===== src/rtl/mlfr_pkg.sv =====
// Shared types and constants for the marker/length frame receiver.
// Holds the event codes, the result beat struct and the marker tables.
// No dependencies.
package mlfr_pkg;

  // Event codes carried on the result channel.
  localparam logic [2:0] EV_NONE      = 3'd0;
  localparam logic [2:0] EV_PAYLOAD   = 3'd1;
  localparam logic [2:0] EV_COMPLETE  = 3'd2;
  localparam logic [2:0] EV_BAD_LEN   = 3'd3;
  localparam logic [2:0] EV_BAD_END   = 3'd4;

  // Marker lengths and framing overhead.
  localparam logic [2:0]  START_LEN     = 3'd7;
  localparam logic [2:0]  END_LEN       = 3'd5;
  localparam logic [15:0] FRAME_OVERHEAD = 16'd14;
  localparam logic [7:0]  CHAR_LT       = 8'h3C;

  // Reset value of the payload limit register.
  localparam logic [12:0] MAX_LEN_RESET = 13'd4096;

  // One result beat.
  typedef struct packed {
    logic [2:0]  event_res;
    logic [7:0]  data_byte;
    logic [12:0] frame_len;
    logic        last;
  } res_t;

  // Characters of the start marker "<START>".
  function automatic logic [7:0] start_char(input logic [2:0] idx);
    logic [7:0] c;
    case (idx)
      3'd0: c = 8'h3C;
      3'd1: c = 8'h53;
      3'd2: c = 8'h54;
      3'd3: c = 8'h41;
      3'd4: c = 8'h52;
      3'd5: c = 8'h54;
      3'd6: c = 8'h3E;
      default: c = 8'h00;
    endcase
    return c;
  endfunction

  // Characters of the end marker "<END>".
  function automatic logic [7:0] end_char(input logic [2:0] idx);
    logic [7:0] c;
    case (idx)
      3'd0: c = 8'h3C;
      3'd1: c = 8'h45;
      3'd2: c = 8'h4E;
      3'd3: c = 8'h44;
      3'd4: c = 8'h3E;
      default: c = 8'h00;
    endcase
    return c;
  endfunction

endpackage


===== src/rtl/marker_length_frame_receiver.sv =====
// Top level of the marker/length frame receiver.
// Holds the payload limit register and joins the deframer and result register.
// Depends on mlfr_pkg, mlfr_core and mlfr_out_reg.
//
// Usage: received bytes enter as beats on the in_ channel (in_rx_byte). Frames
// look like "<START>", a big-endian 16-bit total length, the payload and
// "<END>"; the payload length is the total minus 14. Every input beat yields
// exactly one result beat on the out_ channel: an event code, the payload byte
// for payload events, the payload length for a complete frame, and last on
// any frame end (complete, bad length or bad end).
// out_valid rises in the cycle after input acceptance. Throughput is one
// byte per cycle unless stalled, set by the single result register after
// the deframer logic. When the receiver stalls (out_ready low with a result
// held), in_ready drops and the held beat stays unchanged until taken.
// The cfg_ channel writes the payload limit register; cfg_ready is always
// high and writes belong to idle periods. The effective limit is the smaller
// of that register and MAX_FRAME_PAYLOAD.
// Reset (rst_n low, synchronous) returns the receiver to hunting the start
// marker, empties the result register and sets the limit to 4096.
module marker_length_frame_receiver #(
  parameter int unsigned MAX_FRAME_PAYLOAD = 4096
) (
  input  logic        clk,
  input  logic        rst_n,
  input  logic        in_valid,
  output logic        in_ready,
  input  logic [7:0]  in_rx_byte,
  output logic        out_valid,
  input  logic        out_ready,
  output logic [2:0]  out_event_res,
  output logic [7:0]  out_data_byte,
  output logic [12:0] out_frame_len,
  output logic        out_last,
  input  logic        cfg_valid,
  output logic        cfg_ready,
  input  logic [12:0] cfg_max_payload_len
);
  import mlfr_pkg::*;

  logic [12:0] max_len_r;
  logic        step;
  logic        can_load;
  res_t        core_res;
  res_t        held_res;

  // Configuration register.
  assign cfg_ready = 1'b1;

  always_ff @(posedge clk) begin
    if (!rst_n) begin
      max_len_r <= MAX_LEN_RESET;
    end else if (cfg_valid && cfg_ready) begin
      max_len_r <= cfg_max_payload_len;
    end
  end

  // Input handshake.
  assign in_ready = can_load;
  assign step     = in_valid && can_load;

  mlfr_core #(
    .MAX_FRAME_PAYLOAD(MAX_FRAME_PAYLOAD)
  ) u_core (
    .clk     (clk),
    .rst_n   (rst_n),
    .step    (step),
    .rx_byte (in_rx_byte),
    .max_len (max_len_r),
    .res     (core_res)
  );

  mlfr_out_reg u_out (
    .clk       (clk),
    .rst_n     (rst_n),
    .load      (step),
    .res_in    (core_res),
    .can_load  (can_load),
    .out_valid (out_valid),
    .out_ready (out_ready),
    .res_out   (held_res)
  );

  // Result fields.
  assign out_event_res = held_res.event_res;
  assign out_data_byte = held_res.data_byte;
  assign out_frame_len = held_res.frame_len;
  assign out_last      = held_res.last;

  // Every accepted byte produces a valid result in the next cycle.
  a_one_result: assert property (@(posedge clk) disable iff (!rst_n)
    step |=> out_valid)
    else $error("accepted byte produced no result");

  // Frame ends and last agree on the result channel.
  a_last_event: assert property (@(posedge clk) disable iff (!rst_n)
    out_valid |-> (out_last == (out_event_res == EV_COMPLETE ||
                                out_event_res == EV_BAD_LEN ||
                                out_event_res == EV_BAD_END)))
    else $error("last flag disagrees with event code");

  // Only payload beats carry a data byte.
  a_data_zero: assert property (@(posedge clk) disable iff (!rst_n)
    (out_valid && out_event_res != EV_PAYLOAD) |-> out_data_byte == 8'd0)
    else $error("data byte set on a non-payload beat");

endmodule


===== src/rtl/mlfr_core.sv =====
// Deframing state machine: hunts the start marker, reads the length header,
// passes payload and checks the end marker, one byte per accepted beat.
// Depends on mlfr_pkg.
module mlfr_core #(
  parameter int unsigned MAX_FRAME_PAYLOAD = 4096
) (
  input  logic                clk,
  input  logic                rst_n,
  input  logic                step,
  input  logic [7:0]          rx_byte,
  input  logic [12:0]         max_len,
  output mlfr_pkg::res_t      res
);
  import mlfr_pkg::*;

  localparam logic [1:0] PH_IDLE    = 2'd0;
  localparam logic [1:0] PH_HEADER  = 2'd1;
  localparam logic [1:0] PH_PAYLOAD = 2'd2;
  localparam logic [1:0] PH_END     = 2'd3;

  localparam logic [15:0] FrameCap = 16'(MAX_FRAME_PAYLOAD);

  logic [1:0]  phase_r, phase_nxt;
  logic [2:0]  start_cnt_r, start_cnt_nxt;
  logic [7:0]  len_hi_r, len_hi_nxt;
  logic        hdr_cnt_r, hdr_cnt_nxt;
  logic [12:0] pay_len_r, pay_len_nxt;
  logic [12:0] pay_cnt_r, pay_cnt_nxt;
  logic [2:0]  end_cnt_r, end_cnt_nxt;
  logic        end_bad_r, end_bad_nxt;

  logic [15:0] total;
  logic [15:0] body_len;
  logic [15:0] limit;
  logic [12:0] pay_cnt_inc;
  logic [2:0]  end_cnt_inc;
  logic        end_miss;

  // Header arithmetic and the effective payload limit.
  assign total       = {len_hi_r, rx_byte};
  assign body_len    = total - FRAME_OVERHEAD;
  assign limit       = (FrameCap < {3'b000, max_len}) ? FrameCap : {3'b000, max_len};
  assign pay_cnt_inc = pay_cnt_r + 13'd1;
  assign end_cnt_inc = end_cnt_r + 3'd1;
  assign end_miss    = (end_cnt_r >= END_LEN) || (rx_byte != end_char(end_cnt_r));

  // Next state and the result for the current byte.
  always_comb begin
    phase_nxt     = phase_r;
    start_cnt_nxt = start_cnt_r;
    len_hi_nxt    = len_hi_r;
    hdr_cnt_nxt   = hdr_cnt_r;
    pay_len_nxt   = pay_len_r;
    pay_cnt_nxt   = pay_cnt_r;
    end_cnt_nxt   = end_cnt_r;
    end_bad_nxt   = end_bad_r;
    res           = '0;
    res.event_res = EV_NONE;

    case (phase_r)
      PH_IDLE: begin
        if (start_cnt_r < START_LEN && rx_byte == start_char(start_cnt_r)) begin
          if (start_cnt_r + 3'd1 == START_LEN) begin
            start_cnt_nxt = 3'd0;
            hdr_cnt_nxt   = 1'b0;
            phase_nxt     = PH_HEADER;
          end else begin
            start_cnt_nxt = start_cnt_r + 3'd1;
          end
        end else if (start_cnt_r != 3'd0) begin
          start_cnt_nxt = (rx_byte == CHAR_LT) ? 3'd1 : 3'd0;
        end
      end
      PH_HEADER: begin
        if (!hdr_cnt_r) begin
          len_hi_nxt  = rx_byte;
          hdr_cnt_nxt = 1'b1;
        end else begin
          hdr_cnt_nxt = 1'b0;
          if (total < FRAME_OVERHEAD || body_len > limit) begin
            // Length out of range: drop the frame and resume the hunt.
            res.event_res = EV_BAD_LEN;
            res.last      = 1'b1;
            phase_nxt     = PH_IDLE;
            start_cnt_nxt = 3'd0;
            end_cnt_nxt   = 3'd0;
            end_bad_nxt   = 1'b0;
          end else begin
            pay_len_nxt = body_len[12:0];
            pay_cnt_nxt = 13'd0;
            end_cnt_nxt = 3'd0;
            end_bad_nxt = 1'b0;
            phase_nxt   = (body_len[12:0] == 13'd0) ? PH_END : PH_PAYLOAD;
          end
        end
      end
      PH_PAYLOAD: begin
        res.event_res = EV_PAYLOAD;
        res.data_byte = rx_byte;
        pay_cnt_nxt   = pay_cnt_inc;
        if (pay_cnt_inc == pay_len_r) begin
          phase_nxt = PH_END;
        end
      end
      PH_END: begin
        end_bad_nxt = end_bad_r | end_miss;
        end_cnt_nxt = end_cnt_inc;
        if (end_cnt_inc >= END_LEN) begin
          if (!(end_bad_r | end_miss)) begin
            res.event_res = EV_COMPLETE;
            res.frame_len = pay_len_r;
          end else begin
            res.event_res = EV_BAD_END;
          end
          res.last      = 1'b1;
          phase_nxt     = PH_IDLE;
          start_cnt_nxt = 3'd0;
          hdr_cnt_nxt   = 1'b0;
          end_cnt_nxt   = 3'd0;
          end_bad_nxt   = 1'b0;
        end
      end
      default: begin
        phase_nxt = PH_IDLE;
      end
    endcase
  end

  // State registers, advanced on every accepted beat.
  always_ff @(posedge clk) begin
    if (!rst_n) begin
      phase_r     <= PH_IDLE;
      start_cnt_r <= 3'd0;
      len_hi_r    <= 8'd0;
      hdr_cnt_r   <= 1'b0;
      pay_len_r   <= 13'd0;
      pay_cnt_r   <= 13'd0;
      end_cnt_r   <= 3'd0;
      end_bad_r   <= 1'b0;
    end else if (step) begin
      phase_r     <= phase_nxt;
      start_cnt_r <= start_cnt_nxt;
      len_hi_r    <= len_hi_nxt;
      hdr_cnt_r   <= hdr_cnt_nxt;
      pay_len_r   <= pay_len_nxt;
      pay_cnt_r   <= pay_cnt_nxt;
      end_cnt_r   <= end_cnt_nxt;
      end_bad_r   <= end_bad_nxt;
    end
  end

  // A partial start match never holds the full marker length.
  a_start_cnt: assert property (@(posedge clk) disable iff (!rst_n)
    start_cnt_r != START_LEN)
    else $error("start match count reached marker length");

  // The end marker count stays below the marker length.
  a_end_cnt: assert property (@(posedge clk) disable iff (!rst_n)
    end_cnt_r < END_LEN)
    else $error("end match count out of range");

  // While passing payload, fewer bytes have been seen than the frame holds.
  a_pay_cnt: assert property (@(posedge clk) disable iff (!rst_n)
    phase_r == PH_PAYLOAD |-> pay_cnt_r < pay_len_r)
    else $error("payload count ran past payload length");

endmodule


===== src/rtl/mlfr_out_reg.sv =====
// Result register between the deframer and the result channel.
// Accepts a new result while the held one is being taken.
// Depends on mlfr_pkg.
module mlfr_out_reg (
  input  logic           clk,
  input  logic           rst_n,
  input  logic           load,
  input  mlfr_pkg::res_t res_in,
  output logic           can_load,
  output logic           out_valid,
  input  logic           out_ready,
  output mlfr_pkg::res_t res_out
);
  import mlfr_pkg::*;

  logic valid_r;
  res_t res_r;

  assign can_load  = !valid_r || out_ready;
  assign out_valid = valid_r;
  assign res_out   = res_r;

  // Valid flag: set by a load, cleared when the beat is taken with no refill.
  always_ff @(posedge clk) begin
    if (!rst_n) begin
      valid_r <= 1'b0;
    end else if (load) begin
      valid_r <= 1'b1;
    end else if (out_ready) begin
      valid_r <= 1'b0;
    end
  end

  // Payload register, no reset needed.
  always_ff @(posedge clk) begin
    if (load) begin
      res_r <= res_in;
    end
  end

  // A stalled result is never overwritten.
  a_no_overwrite: assert property (@(posedge clk) disable iff (!rst_n)
    (valid_r && !out_ready) |-> !load)
    else $error("result register loaded while stalled");

  // A stalled result stays valid and unchanged.
  a_hold: assert property (@(posedge clk) disable iff (!rst_n)
    (valid_r && !out_ready) |=> (valid_r && $stable(res_r)))
    else $error("stalled result changed");

  // A taken beat with no refill leaves the register empty.
  a_drain: assert property (@(posedge clk) disable iff (!rst_n)
    (valid_r && out_ready && !load) |=> !valid_r)
    else $error("taken result still marked valid");

endmodule

===== config.mk =====
export PLATFORM = sky130hd
export DESIGN_NAME = marker_length_frame_receiver
export DESIGN_NICKNAME = d
export VERILOG_FILES = /design/src/rtl/mlfr_pkg.sv /design/src/rtl/marker_length_frame_receiver.sv /design/src/rtl/mlfr_core.sv /design/src/rtl/mlfr_out_reg.sv
export SDC_FILE = /design/constraint.sdc
export NUM_CORES = 1
export LEC_CHECK = 0
export BUFFER_PORTS_ARGS = -buffer_cell sky130_fd_sc_hd__buf_2
export CAP_MARGIN = 0
export CORE_UTILIZATION = 59
export CTS_CLUSTER_DIAMETER = 50
export DETAILED_ROUTE_END_ITERATION = 16
export PLACE_DENSITY = 0.79
export SLEW_MARGIN = 20
export SYNTH_ARGS = -nofsm -noshare
export SYNTH_HDL_FRONTEND = slang
export SYNTH_SLANG_ARGS = --single-unit

===== constraint.sdc =====
create_clock -name clk -period 4.5 [get_ports clk]
set_input_delay 0.9 -clock clk [delete_from_list [all_inputs] [get_ports clk]]
set_output_delay 0.9 -clock clk [all_outputs]
set_load 0.01 [all_outputs]

==> results of run 1 <==
==> metrics by stage <==
step / total power, mW / std cells / setup WS, ns
2_1_floorplan: 0.9102 / 562 / 0.4344
3_3_place_gp: 0.9567 / 688 / 0.2686
3_5_place_dp: 0.9615 / 688 / 0.1575
4_1_cts: 1.530 / 704 / 0.5624
5_1_grt: 1.580 / 704 / 0.2853
6_report: 1.523 / 704 / 0.5418
==> worst max-delay path, delay by kind of cell <==
family | cells | cell delay, ns
AO/OA/AOI/OAI | 6 | 1.13
adder cells (fa/ha/maj) | 2 | 0.56
AND/OR/NAND/NOR | 4 | 1.28
buffers and inverters | 2 | 0.31
==> registers in the layout, indices dropped and copies added, names as in the netlist, named ones only <==
register	count
u_core.pay_cnt_r	13
u_core.phase_r	1
u_core.pay_len_r	13
u_core.end_cnt_r	3
u_core.len_hi_r	8
u_out.out_valid	1
u_out.res_out	25
max_len_r	13
u_core.end_bad_r	1
u_core.hdr_cnt_r	1
u_core.start_cnt_r	3
==> worst paths after layout <==
check                           cells past startpoint                   to
worst max-delay path                               14  u_core.pay_cnt_r[6]
worst max register to register                     12  u_core.pay_cnt_r[6]
worst min register to register                      2  u_core.pay_len_r[1]
worst min-delay path                                2  u_core.pay_len_r[1]
==> Yosys cell counts, types with 4 or more instances <==
cell type  instances
and2_1             9
xnor2_1           17
o22ai_1            4
dfxtp_1           58
a31oi_1            4
nor2_1            43
nand4b_1           6
or3_1              7
mux2i_1           32
clkbuf_1          28
nor3b_1            4
inv_1             17
nor4_1            10
a21oi_1           19
buf_1              7
nand3_1           25
xor2_1            18
o21ai_0           19
and3_1            17
o31ai_1            4
nor3_1            14
edfxtp_1          25
or4_1              4
ha_1              27
nand2_1           63
nand4_1            8
o211ai_1           8
nor2b_1            9
==> kinds of logic after synthesis <==
| kind of cell | after synthesis |
|---|---|
| multiplexers | 33 |
| AO/OA/AOI/OAI | 88 |
| XOR/XNOR | 35 |
| adder cells (fa/ha/maj) | 27 |
| other | 1 |
| AND/OR/NAND/NOR | 237 |
| buffers and inverters | 58 |
| flip-flops | 83 |
==> power by group <==
part | switching [mW] | leakage [nW] | internal (mW)
logic | 0.0967 | 1.38 | 0.0556
clock network | 0.310 | 0.108 | 0.268
registers | 0.00640 | 0.718 | 0.787
total | 0.413 | 2.21 | 1.11
==> final cells by class <==
type,count,share of cell area
repair buffers,62,0.06343
multi-input cells,421,0.5145
inverters,17,0.01164
clock inverters,7,0.01529
well taps,105,0.02396
clock buffers,9,0.02259
flip-flops and latches,83,0.3486
==> routing by layer <==
layer / routed length (um) / share of wire / up-vias / GRT usage
met2: 5572 / 0.47 / 208 / 0.4526
met5: 0 / 0 / - / 0
met4: 323 / 0.027 / 0 / 0.1321
met3: 993 / 0.084 / 33 / 0.07120
met1: 4974 / 0.42 / 2050 / 0.3708
li1: - / - / 2076 / -
==> flow_summary.json, run 1 <==
{
  "dp_hpwl_um": 8478,
  "reg2reg_setup_slack_ns": 1.00,
  "syn_nets": 615,
  "routed_via_density": 6.203,
  "synth_flop_cell": "dfxtp_1",
  "cp_max_fo": 27,
  "cts_tree": "done",
  "wl_per_cell_um": 16.85,
  "clock_sinks": 83,
  "ys_ff_latch": 83,
  "first_global_vias": 4051,
  "period_share": 0.8796,
  "syn_area_per_cell_um2": 8.861,
  "cts_max_level": 3,
  "cellLeakagePower_nw": 2.206,
  "die_h_um": 93.87,
  "relSlewSlack": 0.2934,
  "core_um2": 8175,
  "nets": 647,
  "final_cell_mix": "nand2_1, dfxtp_1, buf_2",
  "root_buffer": "clkbuf_8",
  "synthXorXnorAreaFrac": 0.06156,
  "synthesis.area_um2": 4980,
  "grt_pass1_wl_um": 19590,
  "final_core_util": 0.6708,
  "placed_area_um2": 5268,
  "end_kind": "flop",
  "multiInputGateArea_um2": 2821,
  "final_layout_size_suffix_gt1_frac": 0.1469,
  "fin_hold_ws_ns": 0.4851,
  "fin_skew_ns": 0.01396,
  "fill_cells": 687,
  "cts-resized-gates": 0,
  "wirelength_um": 11860,
  "pin_count": 54,
  "seq_area_um2": 1912,
  "rows": 33,
  "synth_top_family_by_area": "simple AND/OR/NAND/NOR gates",
  "worstReg2RegStart": "u_core.len_hi_r[0]",
  "drv_cap": 0,
  "synthMuxAreaShare": 0.06658,
  "clkTransAtPathRegs_ns": 0.09,
  "cp_slowest_cell": "or4_1",
  "synth_cells": 562,
  "hp-start": "u_core.pay_len_r[1]",
  "crit_type": "primary input to flop",
  "fin_crit_ns": 3.958,
  "clock_latency_ns": 0.38,
  "place.gp.congestion": 0.9221,
  "worst_pin_slew_ns": 1.059,
  "layout_commonest_cell": "nand2_1",
  "drc_errors": 0,
  "die_w_um": 93.87,
  "crit_start": "in_rx_byte[1]",
  "synthAdderAreaFrac": 0.06784,
  "synth_cell_type_count": 61,
  "gr-total-overflow": 0,
  "synth_compound_area_frac": 0.1178,
  "grt_max_degree": 40,
  "path_cells": "buf_2 > ha_1 > a211o_1 > o41ai_1 > o21ai_0 > ha_1 > nand4_1 > or4_1 > o21ai_0 > a32oi_1 > nor4b_4 > and3_1 > buf_12 > o311ai_0",
  "grt_usage": 0.2878,
  "antenna_cells_inserted": 0,
  "synthSimpleGateAreaFrac": 0.2490,
  "synth_top_cell_by_area": "dfxtp_1",
  "timing.fmax_mhz": 252.6,
  "cp.arrival_ns": 4.20,
  "critPathMaxStageDelay_ns": 0.52,
  "area_growth_pct": 10.13,
  "rsz0062_at_grt": "no",
  "cts_made_buffers": 9,
  "synth_top_area_frac": 0.2332,
  "first_iter_violations": 409,
  "hold_viol_final": 0,
  "finalSetupViolCount": 0,
  "start_util": 0.6091,
  "synth_edf_count": 25,
  "tns_ns": 0,
  "yosysSeqAreaShare": 0.3839,
  "worstPathRequired_ns": 4.74,
  "max-clock-path-buffers": 2,
  "async_flop_share": 0,
  "start_kind": "primary input",
  "outcome": "finished, final reports clean",
  "synth_area_leaders": "dfxtp_1, edfxtp_1, ha_1, mux2i_1, nand2_1",
  "drtAntennaViolNets": 0,
  "via_count": 4367,
  "drt-pass1-iter-count": 5,
  "die_area_um2": 8812,
  "hold_buffers": 0,
  "worst_hold_path_type": "flop to flop",
  "final_max_slew_viol_count": 0,
  "power_density_nw_per_um2": 277.8,
  "final_cell_area_um2": 5484,
  "cts_setup_buffers": 0,
  "antenna_found_initial": 0,
  "io_buffers": 52,
  "irDropWorstVdd_uv": 164.3,
  "ys.warnings.count": 0
}
(Power assumes the default switching activity.)
==> inputs of run 2 (changes only) <==
- CORE_ASPECT_RATIO: not set -> 0.6
==> flow_summary.json, run 2 (same netlist as run 1, synthesis figures left out) <==
{
  "outcome": "finished, final reports clean",
  "hold_buffers": 0,
  "dp_hpwl_um": 9650,
  "timing.fmax_mhz": 248.3,
  "crit_start": "in_rx_byte[2]",
  "worst_hold_path_type": "flop to flop",
  "drv_cap": 0,
  "relSlewSlack": 0.4377,
  "final_layout_size_suffix_gt1_frac": 0.1467,
  "area_growth_pct": 11.76,
  "rows": 25,
  "clock_latency_ns": 0.35,
  "drc_errors": 0,
  "stdcell_count": 708,
  "antenna_cells_inserted": 0,
  "core_um2": 8039,
  "final_max_slew_viol_count": 0,
  "fill_cells": 609,
  "clock_sinks": 83,
  "place.gp.congestion": 1.001,
  "final_cell_mix": "nand2_1, dfxtp_1, buf_2",
  "dp.cells": 692,
  "antenna_found_initial": 0,
  "reg2reg_setup_slack_ns": 0.98,
  "hold_viol_final": 0,
  "nets": 648,
  "crit_type": "primary input to flop",
  "cts_tree": "done",
  "cp_max_fo": 27,
  "irDropWorstVdd_uv": 201.4,
  "worstReg2RegStart": "u_core.len_hi_r[0]",
  "first_iter_violations": 499,
  "layout_commonest_cell": "nand2_1",
  "worstPathRequired_ns": 4.77,
  "routed_via_density": 6.275,
  "grt_usage": 0.3107,
  "drtAntennaViolNets": 0,
  "rsz0062_at_grt": "no",
  "wl_per_cell_um": 18.44,
  "grt_pass1_wl_um": 20660,
  "cts-resized-gates": 0,
  "fin_crit_ns": 4.027,
  "cellLeakagePower_nw": 2.230,
  "power_density_nw_per_um2": 297.3,
  "cts_made_buffers": 9,
  "via_count": 4443,
  "gr-total-overflow": 0,
  "root_buffer": "clkbuf_16",
  "die_h_um": 73.17,
  "path_cells": "buf_2 > ha_1 > a211o_1 > o41ai_1 > o21ai_0 > ha_1 > nand4_1 > or4_1 > o21ai_0 > a32oi_1 > nor4b_4 > and3_1 > buf_12 > mux2i_1",
  "cp_num_buf_inv": 2,
  "fin_hold_ws_ns": 0.4923,
  "pin_count": 54,
  "cts_max_level": 3,
  "first_global_vias": 3891,
  "hp-start": "u_core.end_bad_r",
  "fin_skew_ns": 0.007170,
  "largest_register_ffs": 25,
  "period_share": 0.8949,
  "grt_max_degree": 37,
  "drt-pass1-iter-count": 6,
  "end_kind": "flop",
  "critPathMaxStageDelay_ns": 0.55,
  "tns_ns": 0,
  "max-clock-path-buffers": 2,
  "start_util": 0.6195,
  "cp.arrival_ns": 4.30,
  "start_kind": "primary input",
  "worst_pin_slew_ns": 0.8418,
  "io_buffers": 52,
  "cp_slowest_cell": "or4_1",
  "finalSetupViolCount": 0,
  "crit_family": "simple AND/OR/NAND/NOR gates",
  "die_area_um2": 8824,
  "cts_setup_buffers": 0,
  "wirelength_um": 13060,
  "clkTransAtPathRegs_ns": 0.07,
  "die_w_um": 120.6
}
## run 2: cell type report
class                      count  area [um^2]  area share
clock buffer                  10        229.0     0.04114
clock inverter                 6        48.80    0.008768
sequential                    83         1912      0.3435
inverter                      17        63.81     0.01147
timing repair buffer          63        355.3     0.06385
multi-input combinational    421         2821      0.5070
tap                          108        135.1     0.02428
## run 2: metrics by stage
step | power (mW) | setup WS (ns) | cell area [um^2] | utilization
3_3_place_gp | 0.9600 | 0.2720 | 5279 | 0.6567
6_report | 1.655 | 0.4729 | 5565 | 0.6923
5_1_grt | 1.704 | 0.1918 | 5565 | 0.6923
4_1_cts | 1.659 | 0.5358 | 5557 | 0.6912
2_1_floorplan | 0.9102 | 0.4344 | 4980 | -
3_5_place_dp | 0.9651 | 0.1881 | 5279 | 0.6567
## run 2: where the power goes
group	total [mW]	internal (mW)	switching, mW
sequential	0.794	0.788	0.00663
clock	0.699	0.380	0.320
combinational	0.161	0.0560	0.105
## run 2: metal layers
metal,vias up,track usage,wire length [um]
met2,284,0.4215,5184
met1,2058,0.4657,6028
met4,0,0.08230,153
met5,-,0,0
met3,21,0.1008,1693
li1,2080,-,-
## run 2: worst paths after layout
kind / endpoint / cells past startpoint
worst min-delay path: u_core.end_bad_r / 2
worst max-delay path: u_core.pay_len_r[9] / 14
worst min register to register: u_core.end_bad_r / 2
worst max register to register: u_core.pay_len_r[9] / 12
## run 2: tightest hold or removal path: stages, from the launching register on
cell and delay (ns):
dfxtp_1 0.34, nand2_1 0.06, a21oi_1 0.05
==> inputs of run 3 (changes only) <==
- GPL_TIMING_DRIVEN: not set -> 0
==> flow_summary.json, run 3 (same netlist as run 1, synthesis figures left out) <==
{
  "final_layout_size_suffix_gt1_frac": 0.1296,
  "end_kind": "flop",
  "irDropWorstVdd_uv": 181.9,
  "min_to": "u_core.end_bad_r",
  "area_growth_pct": 13.37,
  "r2r-end": "u_core.pay_len_r[4]",
  "grt_pass1_wl_um": 21040,
  "cts_tree": "done",
  "clkTransAtPathRegs_ns": 0.07,
  "final_cell_mix": "nand2_1, dfxtp_1, buf_2",
  "hold_buffers": 0,
  "hold_viol_final": 0,
  "p_int_mw": 1.224,
  "crit_start": "in_rx_byte[1]",
  "antenna_cells_inserted": 0,
  "place.gp.congestion": 0.9295,
  "rows": 25,
  "power_density_nw_per_um2": 294.0,
  "ff2ff_path_depth": 13,
  "relSlewSlack": 0.3658,
  "nets": 673,
  "worst_pin_slew_ns": 0.9454,
  "drt-pass1-iter-count": 8,
  "cts_made_buffers": 9,
  "start_kind": "primary input",
  "dp_hpwl_um": 10320,
  "die_h_um": 73.17,
  "clock_latency_ns": 0.34,
  "dp.cells": 715,
  "outcome": "finished, final reports clean",
  "largest_register_ffs": 25,
  "reg2reg_setup_slack_ns": 0.70,
  "wl_per_cell_um": 18.78,
  "timing.fmax_mhz": 224.2,
  "first_iter_violations": 636,
  "fill_cells": 650,
  "p_comb_frac": 0.099,
  "place_ws_ns": -0.3259,
  "cp.arrival_ns": 4.72,
  "worstReg2RegStart": "u_core.len_hi_r[0]",
  "routed_via_density": 6.220,
  "seq_power_share": 0.479,
  "root_buffer": "clkbuf_16",
  "cp_max_fo": 10,
  "grt_max_degree": 32,
  "switchingPower_mw": 0.4359,
  "fin_crit_ns": 4.460,
  "via_count": 4559,
  "gr-total-overflow": 0,
  "core_um2": 8039,
  "period_share": 0.9912,
  "clock_sinks": 83,
  "fin_hold_ws_ns": 0.4739,
  "min_path_cells": 2,
  "drtAntennaViolNets": 0,
  "crit_type": "primary input to flop",
  "start_util": 0.6195,
  "first_global_vias": 3932,
  "wirelength_um": 13770,
  "die_w_um": 120.6,
  "hp-start": "u_core.end_bad_r",
  "cellLeakagePower_nw": 2.241,
  "antenna_found_initial": 0,
  "grt_usage": 0.3230,
  "cts_max_level": 3,
  "final_max_slew_viol_count": 0,
  "swShare": 0.2627,
  "pin_count": 54,
  "layout_commonest_cell": "nand2_1",
  "setup_ws_ns": 0.03951,
  "stdcell_count": 733,
  "final_core_util": 0.7023,
  "drc_errors": 0,
  "io_buffers": 45,
  "worst_hold_path_type": "flop to flop",
  "worstPathRequired_ns": 4.76,
  "fin_skew_ns": 0.006777,
  "drv_cap": 0,
  "die_area_um2": 8824,
  "clkPwrFrac": 0.422,
  "finalSetupViolCount": 0,
  "max-clock-path-buffers": 2
}
-- run 3: routing by layer --
metal,global-route usage,wire length [um],share of wire
met3,0.1070,1911,0.14
met1,0.4821,6282,0.46
met4,0.09053,200,0.015
met5,0,0,0
met2,0.4374,5370,0.39
-- run 3: layout make-up --
type	instances	area (um^2)	share of cell area
Multi-Input combinational cell	421	2811	0.4980
Sequential cell	83	1912	0.3387
Timing Repair Buffer	48	247.7	0.04388
Clock buffer	10	229.0	0.04056
Buffer	40	196.4	0.03480
Tap cell	108	135.1	0.02394
Inverter	17	63.81	0.01130
Clock inverter	6	50.05	0.008865
-- run 3: how the worst max path moves through the flow --
stage	endpoint	slack (ns)	cells after the start
final	u_core.pay_len_r[4]	0.04	15
after global routing	u_core.pay_len_r[4]	-0.06	15
after CTS	u_core.pay_len_r[4]	0.1	16
after detailed placement	u_core.pay_cnt_r[3]	-0.33	16
after global placement	u_core.pay_cnt_r[3]	-0.28	16
after floorplan	u_core.pay_len_r[10]	0.43	15
-- run 3: power by group through the flow --
stage | clock (mW) | sequential (mW) | combinational (mW)
6_report | 0.701 | 0.795 | 0.164
5_1_grt | 0.735 | 0.796 | 0.176
4_1_cts | 0.703 | 0.795 | 0.157
3_5_place_dp | 0 | 0.811 | 0.156
3_3_place_gp | 0 | 0.811 | 0.151
2_1_floorplan | 0 | 0.817 | 0.0934
-- run 3: what timing repair did --
item,CTS,global route
gates resized for setup,0,6
setup buffers,1,2
pin swaps,1,1
setup endpoints to repair,2,22
-- run 3: per-stage QoR --
stage | cell area, um^2 | power, mW | setup TNS [ns]
final | 5645 | 1.660 | 0
after global routing | 5645 | 1.708 | -0.3623
after CTS | 5627 | 1.655 | 0
after detailed placement | 5340 | 0.9668 | -6.658
after global placement | 5340 | 0.9614 | -5.173
after floorplan | 4980 | 0.9102 | 0
-- run 3: worst max-delay path, cell delays in order --
cell     delay [ns]
buf_2          0.11
ha_1           0.23
a211o_1        0.45
o41ai_1        0.36
o21ai_1        0.19
ha_1           0.34
nand4_1        0.23
or4_1          0.61
o21ai_0        0.11
a32oi_1        0.14
nor4b_4        0.31
and3_1         0.20
buf_6          0.17
buf_12         0.15
mux2i_1        0.21
